File: src/rtl/bsa_pkg.sv
package bsa_pkg;

    // Fixed field widths.
    localparam int ADDR_W   = 32;
    localparam int SIZE_W   = 16;
    localparam int COUNT_W  = 11;
    localparam int STATUS_W = 3;

    // Slot geometry: 16-byte slots, map kept as 64-bit words.
    localparam int SLOT_BYTES = 16;
    localparam int SLOT_SHIFT = 4;
    localparam int MAP_WORD_W = 64;
    localparam int WORD_SHIFT = 6;

    // Result status codes.
    localparam logic [STATUS_W-1:0] RES_OK        = 3'd0;
    localparam logic [STATUS_W-1:0] RES_BAD_SIZE  = 3'd1;
    localparam logic [STATUS_W-1:0] RES_FULL      = 3'd2;
    localparam logic [STATUS_W-1:0] RES_NULL      = 3'd3;
    localparam logic [STATUS_W-1:0] RES_BAD_ADDR  = 3'd4;
    localparam logic [STATUS_W-1:0] RES_NOT_ALLOC = 3'd5;

    // Configuration register indexes.
    localparam logic CFG_SLOT_LIMIT   = 1'b0;
    localparam logic CFG_BASE_ADDRESS = 1'b1;

    // Reset value of the slot limit.
    localparam logic [COUNT_W-1:0] SLOT_LIMIT_RESET = 11'd1024;

    // Commands from the controller to the datapath.
    typedef struct packed {
        logic                clr_wr;    // write zero to the clear-pass word
        logic                capture;   // take in the accepted item
        logic                scan_next; // move the scan to the next map word
        logic                deliver;   // load the output register
        logic [STATUS_W-1:0] status;    // status of the delivered item
        logic                map_set;   // mark the found slot used
        logic                map_clr;   // mark the freed slot clear
    } t_dp_cmd;

    // Status from the datapath to the controller.
    typedef struct packed {
        logic clear_last;   // clear pass is on its last word
        logic out_blocked;  // output register holds an item not taken
        logic is_free;      // captured item is a free
        logic size_zero;    // allocate with zero size
        logic count_full;   // live count at or above the limit
        logic null_ptr;     // free carries a null pointer
        logic bad_addr;     // free address fails the range or alignment check
        logic scan_found;   // current map word has a free slot
        logic scan_last;    // current map word is the last one in range
        logic bit_set;      // slot to free is in use
    } t_dp_sts;

endpackage

File: src/rtl/bsa_ctrl.sv
module bsa_ctrl (
    input  logic             i_clk,
    input  logic             i_rst_n,
    input  logic             i_valid,
    input  bsa_pkg::t_dp_sts i_sts,
    output logic             o_stall,
    output bsa_pkg::t_dp_cmd o_cmd
);
    import bsa_pkg::*;

    localparam logic [2:0] S_CLEAR  = 3'd0;
    localparam logic [2:0] S_IDLE   = 3'd1;
    localparam logic [2:0] S_DECIDE = 3'd2;
    localparam logic [2:0] S_SCAN   = 3'd3;
    localparam logic [2:0] S_FREE   = 3'd4;

    logic [2:0] r_state;
    logic [2:0] n_state;

    // Items are taken only while idle.
    assign o_stall = (r_state != S_IDLE);

    // Next state and commands.
    always_comb begin
        n_state = r_state;
        o_cmd   = '0;
        unique case (r_state)
            S_CLEAR: begin
                o_cmd.clr_wr = 1'b1;
                if (i_sts.clear_last) begin
                    n_state = S_IDLE;
                end
            end
            S_IDLE: begin
                if (i_valid) begin
                    o_cmd.capture = 1'b1;
                    n_state       = S_DECIDE;
                end
            end
            S_DECIDE: begin
                if (i_sts.is_free) begin
                    if (i_sts.null_ptr || i_sts.bad_addr) begin
                        if (!i_sts.out_blocked) begin
                            o_cmd.deliver = 1'b1;
                            o_cmd.status  = i_sts.null_ptr ? RES_NULL : RES_BAD_ADDR;
                            n_state       = S_IDLE;
                        end
                    end else begin
                        n_state = S_FREE;
                    end
                end else begin
                    if (i_sts.size_zero || i_sts.count_full) begin
                        if (!i_sts.out_blocked) begin
                            o_cmd.deliver = 1'b1;
                            o_cmd.status  = i_sts.size_zero ? RES_BAD_SIZE : RES_FULL;
                            n_state       = S_IDLE;
                        end
                    end else begin
                        n_state = S_SCAN;
                    end
                end
            end
            S_SCAN: begin
                if (!i_sts.out_blocked) begin
                    if (i_sts.scan_found) begin
                        o_cmd.deliver = 1'b1;
                        o_cmd.status  = RES_OK;
                        o_cmd.map_set = 1'b1;
                        n_state       = S_IDLE;
                    end else if (i_sts.scan_last) begin
                        o_cmd.deliver = 1'b1;
                        o_cmd.status  = RES_FULL;
                        n_state       = S_IDLE;
                    end else begin
                        o_cmd.scan_next = 1'b1;
                    end
                end
            end
            S_FREE: begin
                if (!i_sts.out_blocked) begin
                    o_cmd.deliver = 1'b1;
                    o_cmd.status  = i_sts.bit_set ? RES_OK : RES_NOT_ALLOC;
                    o_cmd.map_clr = i_sts.bit_set;
                    n_state       = S_IDLE;
                end
            end
            default: begin
                n_state = S_IDLE;
            end
        endcase
    end

    // State register; reset starts the map clear pass.
    always_ff @(posedge i_clk) begin
        if (!i_rst_n) begin
            r_state <= S_CLEAR;
        end else begin
            r_state <= n_state;
        end
    end

endmodule

File: src/rtl/bsa_dp.sv
module bsa_dp #(
    parameter int MAX_SLOTS = 1024
) (
    input  logic                          i_clk,
    input  logic                          i_rst_n,
    input  bsa_pkg::t_dp_cmd              i_cmd,
    output bsa_pkg::t_dp_sts              o_sts,
    input  logic                          i_action,
    input  logic [bsa_pkg::SIZE_W-1:0]    i_request_size,
    input  logic                          i_null_pointer,
    input  logic [bsa_pkg::ADDR_W-1:0]    i_free_address,
    output logic                          o_valid,
    input  logic                          i_stall,
    output logic [bsa_pkg::STATUS_W-1:0]  o_status,
    output logic [bsa_pkg::ADDR_W-1:0]    o_slot_address,
    output logic [bsa_pkg::COUNT_W-1:0]   o_live_slots,
    input  logic                          i_cfg_valid,
    output logic                          o_cfg_ready,
    input  logic                          i_cfg_index,
    input  logic [bsa_pkg::ADDR_W-1:0]    i_cfg_data
);
    import bsa_pkg::*;

    localparam int WORDS   = (MAX_SLOTS + MAP_WORD_W - 1) / MAP_WORD_W;
    localparam int WW      = (WORDS > 1) ? $clog2(WORDS) : 1;
    localparam int MAX_LIM = (MAX_SLOTS > 2047) ? 2047 : MAX_SLOTS;

    // Configuration registers.
    logic [COUNT_W-1:0] r_slot_limit;
    logic [ADDR_W-1:0]  r_base;

    // Captured item.
    logic               r_is_free;
    logic               r_size_zero;
    logic               r_null;
    logic               r_below;
    logic [ADDR_W-1:0]  r_off;

    // Map storage and scan state.
    logic [MAP_WORD_W-1:0] mem [WORDS];
    logic [MAP_WORD_W-1:0] r_rd_data;
    logic [WW-1:0]         r_scan_word;
    logic [WW-1:0]         r_clr_idx;
    logic [COUNT_W-1:0]    r_count;
    logic [COUNT_W-1:0]    n_count;
    logic                  r_out_valid;

    logic [COUNT_W-1:0]    lim;
    logic [COUNT_W-1:0]    lim_m1;
    logic [WW-1:0]         rd_addr;
    logic [WW-1:0]         free_word;
    logic [WORD_SHIFT-1:0] free_bit;
    logic [MAP_WORD_W-1:0] free_bits;
    logic [WORD_SHIFT-1:0] found_idx;
    logic                  scan_last;
    logic                  wr_en;
    logic [WW-1:0]         wr_addr;
    logic [MAP_WORD_W-1:0] wr_data;

    assign o_cfg_ready = 1'b1;

    // Configuration writes.
    always_ff @(posedge i_clk) begin
        if (!i_rst_n) begin
            r_slot_limit <= SLOT_LIMIT_RESET;
            r_base       <= '0;
        end else if (i_cfg_valid) begin
            unique case (i_cfg_index)
                CFG_SLOT_LIMIT:   r_slot_limit <= i_cfg_data[COUNT_W-1:0];
                CFG_BASE_ADDRESS: r_base       <= i_cfg_data;
                default: begin
                end
            endcase
        end
    end

    // Effective limit is clipped to the map size.
    assign lim    = (r_slot_limit > COUNT_W'(MAX_LIM)) ? COUNT_W'(MAX_LIM) : r_slot_limit;
    assign lim_m1 = lim - 1'b1;

    // Item capture; the offset from the base is formed here.
    always_ff @(posedge i_clk) begin
        if (i_cmd.capture) begin
            r_is_free   <= i_action;
            r_size_zero <= (i_request_size == '0);
            r_null      <= i_null_pointer;
            r_below     <= (i_free_address < r_base);
            r_off       <= i_free_address - r_base;
        end
    end

    assign free_word = r_off[SLOT_SHIFT+WORD_SHIFT +: WW];
    assign free_bit  = r_off[SLOT_SHIFT +: WORD_SHIFT];

    // Scan word pointer and clear-pass pointer.
    always_ff @(posedge i_clk) begin
        if (!i_rst_n) begin
            r_scan_word <= '0;
            r_clr_idx   <= '0;
        end else begin
            if (i_cmd.capture) begin
                r_scan_word <= '0;
            end else if (i_cmd.scan_next) begin
                r_scan_word <= r_scan_word + 1'b1;
            end
            if (i_cmd.clr_wr) begin
                r_clr_idx <= r_clr_idx + 1'b1;
            end
        end
    end

    // Read address: the free word for a free, else the scan word, or the next one while the scan steps on.
    always_comb begin
        if (r_is_free) begin
            rd_addr = free_word;
        end else if (i_cmd.scan_next) begin
            rd_addr = r_scan_word + 1'b1;
        end else begin
            rd_addr = r_scan_word;
        end
    end

    assign scan_last = (32'(r_scan_word) == 32'(lim_m1 >> WORD_SHIFT));

    // Clear slots in the current word, with slots past the limit masked off.
    always_comb begin
        for (int b = 0; b < MAP_WORD_W; b++) begin
            free_bits[b] = ~r_rd_data[b] &&
                           (!scan_last || (WORD_SHIFT'(b) <= lim_m1[WORD_SHIFT-1:0]));
        end
    end

    // Lowest clear slot in the word.
    always_comb begin
        found_idx = '0;
        for (int b = MAP_WORD_W - 1; b >= 0; b--) begin
            if (free_bits[b]) begin
                found_idx = WORD_SHIFT'(b);
            end
        end
    end

    // Map write port: clear pass, allocate or free.
    always_comb begin
        wr_en   = 1'b0;
        wr_addr = r_scan_word;
        wr_data = r_rd_data;
        if (i_cmd.clr_wr) begin
            wr_en   = 1'b1;
            wr_addr = r_clr_idx;
            wr_data = '0;
        end else if (i_cmd.map_set) begin
            wr_en   = 1'b1;
            wr_addr = r_scan_word;
            wr_data = r_rd_data | (MAP_WORD_W'(1) << found_idx);
        end else if (i_cmd.map_clr) begin
            wr_en   = 1'b1;
            wr_addr = free_word;
            wr_data = r_rd_data & ~(MAP_WORD_W'(1) << free_bit);
        end
    end

    // Map memory with registered read.
    always_ff @(posedge i_clk) begin
        if (wr_en) begin
            mem[wr_addr] <= wr_data;
        end
        r_rd_data <= mem[rd_addr];
    end

    // Live count.
    always_comb begin
        n_count = r_count;
        if (i_cmd.map_set) begin
            n_count = r_count + 1'b1;
        end else if (i_cmd.map_clr && (r_count != '0)) begin
            n_count = r_count - 1'b1;
        end
    end

    always_ff @(posedge i_clk) begin
        if (!i_rst_n) begin
            r_count <= '0;
        end else begin
            r_count <= n_count;
        end
    end

    // Output register.
    always_ff @(posedge i_clk) begin
        if (!i_rst_n) begin
            r_out_valid <= 1'b0;
        end else if (i_cmd.deliver) begin
            r_out_valid <= 1'b1;
        end else if (!i_stall) begin
            r_out_valid <= 1'b0;
        end
    end

    always_ff @(posedge i_clk) begin
        if (i_cmd.deliver) begin
            o_status       <= i_cmd.status;
            o_live_slots   <= n_count;
            o_slot_address <= i_cmd.map_set ?
                r_base + ADDR_W'({r_scan_word, found_idx, {SLOT_SHIFT{1'b0}}}) : '0;
        end
    end

    assign o_valid = r_out_valid;

    // Status toward the controller.
    always_comb begin
        o_sts             = '0;
        o_sts.clear_last  = (32'(r_clr_idx) == 32'(WORDS - 1));
        o_sts.out_blocked = r_out_valid && i_stall;
        o_sts.is_free     = r_is_free;
        o_sts.size_zero   = r_size_zero;
        o_sts.count_full  = (r_count >= lim);
        o_sts.null_ptr    = r_null;
        o_sts.bad_addr    = r_below || (r_off[SLOT_SHIFT-1:0] != '0) ||
                            (r_off[ADDR_W-1:SLOT_SHIFT] >= (ADDR_W - SLOT_SHIFT)'(lim));
        o_sts.scan_found  = |free_bits;
        o_sts.scan_last   = scan_last;
        o_sts.bit_set     = r_rd_data[free_bit];
    end

endmodule

File: src/rtl/bitmap_slot_allocator.sv
// Channel   Direction  Handshake               Payload
// input     in         i_valid / o_stall       i_action, i_request_size, i_null_pointer,
//                                              i_free_address
// result    out        o_valid / i_stall       o_status, o_slot_address, o_live_slots
// config    in         i_cfg_valid/o_cfg_ready i_cfg_index, i_cfg_data
//
// A rejected request is answered from the decide state, a free from the free state
// after it. An allocate scans the 64-slot map words, one word per cycle while the
// output register is not blocked, up to the first word with a clear slot or the
// last word in range, where it reports full.
// After reset a clear pass zeroes the map, one word per cycle; o_stall stays high
// meanwhile, configuration writes are taken.
// A result waits in the output register while i_stall is high; the next item
// is still accepted and held until the register is free.
module bitmap_slot_allocator #(
    parameter int MAX_SLOTS = 1024
) (
    input  logic                          i_clk,
    input  logic                          i_rst_n,
    input  logic                          i_valid,
    output logic                          o_stall,
    input  logic                          i_action,
    input  logic [bsa_pkg::SIZE_W-1:0]    i_request_size,
    input  logic                          i_null_pointer,
    input  logic [bsa_pkg::ADDR_W-1:0]    i_free_address,
    output logic                          o_valid,
    input  logic                          i_stall,
    output logic [bsa_pkg::STATUS_W-1:0]  o_status,
    output logic [bsa_pkg::ADDR_W-1:0]    o_slot_address,
    output logic [bsa_pkg::COUNT_W-1:0]   o_live_slots,
    input  logic                          i_cfg_valid,
    output logic                          o_cfg_ready,
    input  logic                          i_cfg_index,
    input  logic [bsa_pkg::ADDR_W-1:0]    i_cfg_data
);
    import bsa_pkg::*;

    t_dp_cmd cmd;
    t_dp_sts sts;

    // Sequencer.
    bsa_ctrl u_ctrl (
        .i_clk   (i_clk),
        .i_rst_n (i_rst_n),
        .i_valid (i_valid),
        .i_sts   (sts),
        .o_stall (o_stall),
        .o_cmd   (cmd)
    );

    // Map, count, configuration and output register.
    bsa_dp #(
        .MAX_SLOTS (MAX_SLOTS)
    ) u_dp (
        .i_clk          (i_clk),
        .i_rst_n        (i_rst_n),
        .i_cmd          (cmd),
        .o_sts          (sts),
        .i_action       (i_action),
        .i_request_size (i_request_size),
        .i_null_pointer (i_null_pointer),
        .i_free_address (i_free_address),
        .o_valid        (o_valid),
        .i_stall        (i_stall),
        .o_status       (o_status),
        .o_slot_address (o_slot_address),
        .o_live_slots   (o_live_slots),
        .i_cfg_valid    (i_cfg_valid),
        .o_cfg_ready    (o_cfg_ready),
        .i_cfg_index    (i_cfg_index),
        .i_cfg_data     (i_cfg_data)
    );

endmodule

File: config.mk
export PLATFORM = sky130hd
export DESIGN_NAME = bitmap_slot_allocator
export DESIGN_NICKNAME = d
export VERILOG_FILES = /design/src/rtl/bsa_pkg.sv /design/src/rtl/bsa_ctrl.sv /design/src/rtl/bsa_dp.sv /design/src/rtl/bitmap_slot_allocator.sv
export SDC_FILE = /design/constraint.sdc
export NUM_CORES = 2
export LEC_CHECK = 0
export ABC_CLOCK_PERIOD_IN_PS = 8800
export BUFFER_PORTS_ARGS = -buffer_cell sky130_fd_sc_hd__buf_2
export CAP_MARGIN = 20
export CORE_ASPECT_RATIO = 2
export CORE_MARGIN = 1.5
export CORE_UTILIZATION = 55
export DETAILED_ROUTE_END_ITERATION = 10
export GPL_TIMING_DRIVEN = 1
export PLACE_DENSITY = 0.69
export REMOVE_ABC_BUFFERS = 1
export SETUP_SLACK_MARGIN = 0.1
export SLEW_MARGIN = 20
export SYNTH_ARGS = -nofsm -noshare
export SYNTH_HDL_FRONTEND = slang
export SYNTH_SLANG_ARGS = --single-unit
File: constraint.sdc
create_clock -name i_clk -period 8.8 [get_ports i_clk]
set_input_delay 0.88 -clock i_clk [delete_from_list [all_inputs] [get_ports i_clk]]
set_output_delay 0.88 -clock i_clk [all_outputs]
set_load 0.01 [all_outputs]
==> results.ini <==
[route]
route.vias.total=32300
dr.first_iter.drc_count=3027
drc_errors=0
wl_per_cell_um=32.6
dr.pass1.iters=6
drtAntennaViolNets=0
via_per_inst=6.61
totalWireLength_um=159000

[logic_synthesis]
yosys_warnings=0
synth_most_common_cell=edfxtp_1
synth_area_um2=53200
async_flop_share=0
synth_top_cell_area_share=0.624
ys_ff_latch=1236
syn_area_per_cell_um2=15.9
synth_commonest_cells=edfxtp_1 (1106), mux4_2 (277), nand2_1 (240)
ys_types=89
synthTopCellsByArea=edfxtp_1 (62%), mux4_2 (12%), dfxtp_1 (4.9%)
synth_edf_count=1106
yosysSeqAreaShare=0.673
synth_top_cell_by_area=edfxtp_1
synth_cells=3356
ys.flop_type=edfxtp_1

[worst_setup_path]
worstPathArrival_ns=8.77
crit_fanout=31
max_stage_delay_ns=1.01
cp_num_buf_inv=4
crit_path_top_delay_cell=o21ai_0
start_kind=flop
path_class=reg2reg
critPathCaptureType=flop
cp.required_ns=9.39
r2r_cells=21
cp.depth=21
critPathTopFamily=simple AND/OR/NAND/NOR gates
path_cells=nor2b_1, inv_1, ha_1, inv_1, o311ai_1, and2_1, nand2_1, o21ai_0, a21o_1, nand4_1, or3_1, or3_1, nor4_4, mux2_2, mux2i_4, buf_12, buf_4, mux4_2, nor2b_1, a211oi_1, a21oi_1

[floorplanning]
die_w_um=223
io_pins=137
die-area_um2=98800
rows=161
core_um2=96100
initial_utilization=0.554
die_h_um=443

[global_routing]
grt_start_max_net_pins=67
grt_pass1_wl_um=229000
grt_pass1_vias=33300
antenna_found_initial=8
overflow=0
grt_use_total=0.327

[timing]
rsz0062_at_grt=false
drv_slew=0
setup_viol=0
relSlewSlack=0.233
fmax_ghz=0.122
timing.final.crit_share=0.930
setup_ws_ns=0.619
clock_skew_ns=0.0375
fin_crit_ns=8.18
max_slew.worst_pin.slew_ns=1.14
whs_ns=0.324
finalHoldViolations=0

[power]
power.density_nw_per_um2=274
p_int_mw=11.6
p_seq_frac=0.496
p_sw_frac=0.295
clkPwrFrac=0.300
finalPower_mw=16.5
switchingPower_mw=4.86
leakage_nw=20.6
ir_drop_mv=0.208
comb_power_share=0.204

[clocking]
post_cts_buffers=0
cts_resized=0
cts_tree=done
h-tree-depth=3
root_buffer=clkbuf_16
holdBufCountCts=0
path_clk_slew_ns=0.07
cts_made_buffers=101
clock-sinks=1236
clock_latency_ns=0.74
cts_max_path_buffers=3

[outcome]
status=complete, no violations

[layout]
syn_to_final_growth_pct=13.1
nNetsFinal=3729
stdcell_area_um2=60200
drive_gt1_frac=0.221

[placement]
place_ws_ns=0.768
dpl-instance-area_um2=56500
gp_congestion=1.03
port-buffer-count=135
hpwl_um=103000

[hold_path]
min_delay_path_depth=1
hold_path.class=in2reg

[job]
max-cap-violations=0

[worst register-to-register path, cell delays in order, from the launching register on]
cell and delay, ns:
dfxtp_1 0.43, nor2b_1 0.27, inv_1 0.08, ha_1 0.38, inv_1 0.22, o311ai_1 0.49, and2_1 0.50, nand2_1 0.49
o21ai_0 1.02, a21o_1 0.29, nand4_1 0.21, or3_1 0.50, or3_1 0.46, nor4_4 0.36, mux2_2 0.42, mux2i_4 0.17
buf_12 0.29, buf_4 0.52, mux4_2 0.41, nor2b_1 0.14, a211oi_1 0.30, a21oi_1 0.12
[worst paths after layout]
path                        start                 end  slack (ns)
max          u_dp.r_slot_limit[0]  u_dp.r_rd_data[10]        0.62
min                      i_action      u_dp.r_is_free        0.32
max reg2reg  u_dp.r_slot_limit[0]  u_dp.r_rd_data[10]        0.62
min reg2reg       u_dp.r_base[31]     u_dp.r_base[31]        0.48
[flip-flops by register name, summed over array words and instances, names as in the netlist, 11 cells and up]
signal,cells
u_dp.mem,1024
u_dp.r_rd_data,64
u_dp.o_slot_address,32
u_dp.r_base,32
u_dp.r_off,32
u_dp.o_live_slots,11
u_dp.r_count,11
u_dp.r_slot_limit,11
[area by class of cell]
cell class              instances  area (um^2)
inverters                      81          304
well taps                    1222         1530
clock inverters                59          877
clock buffers                 131         2790
repair buffers                291         2270
fillers                      6823        35900
diodes                          6         15.0
flip-flops and latches       1236        35800
multi-input cells            1862        16600
[placed cells by master, fill, tap and decap left out, types with 17 or more instances in the layout]
cell type  netlist  layout
edfxtp_1      1106    1106
mux4_2         277     277
nand2_1        240     240
a21oi_1        177     177
buf_2           26     135
dfxtp_1        130     130
nor2_1         144     125
buf_4           15     123
a211oi_1       128     109
clkbuf_16        0     103
o21ai_0         87      87
nor2b_1         84      84
inv_1           79      79
mux2i_1         75      71
ha_1            66      66
a21boi_0        51      50
nand3_1         41      41
nor3_1          44      41
xnor2_1         40      40
a21o_1          38      38
and2_1          36      36
a31oi_1         30      30
buf_12           0      30
or3_1           26      26
nor4_1          25      25
o21a_1          21      21
and3_1          20      20
bufinv_16        0      19
nor2_4           0      18
a211oi_2         0      18
nand2b_1        17      17
clkbuf_1       111      17
[kinds of logic after synthesis]
logic type / synth area share
AOI/OAI and AO/OA: 0.0817
xor gates and xnor gates: 0.00888
muxes: 0.132
adders and majority gates: 0.0170
buffers and inverters: 0.0207
DFF: 0.673
other: 0.0000704
and+or+nand+nor: 0.0673
[power groups by stage]
| stage | sequential, mW | combinational, mW | clock [mW] |
|---|---|---|---|
| final | 8.17 | 3.37 | 4.95 |
| after global routing | 8.19 | 3.58 | 5.22 |
| after CTS | 8.15 | 3.35 | 5.02 |
| after detailed placement | 8.27 | 3.33 | 0 |
| after global placement | 8.23 | 3.24 | 0 |
| after floorplan | 8.12 | 2.17 | 0 |
[per-stage QoR]
stage,util,TNS [ns],cells
after floorplan,-,-1313.06,3179
after global placement,0.587,0,4687
after detailed placement,0.588,0,4689
after CTS,0.626,0,4879
after global routing,0.627,0,4887
final,0.627,0,4888
[layer usage]
layer / GRT usage / wire length (um) / up-vias / share of wire
li1: - / - / 13700 / -
met4: 0.248 / 13900 / 2 / 0.087
met3: 0.0545 / 10200 / 518 / 0.064
met5: 0 / 18 / - / 0.00011
met2: 0.562 / 81400 / 1623 / 0.51
met1: 0.365 / 53800 / 16400 / 0.34
No activity file was read; power rests on OpenSTA's default activity.
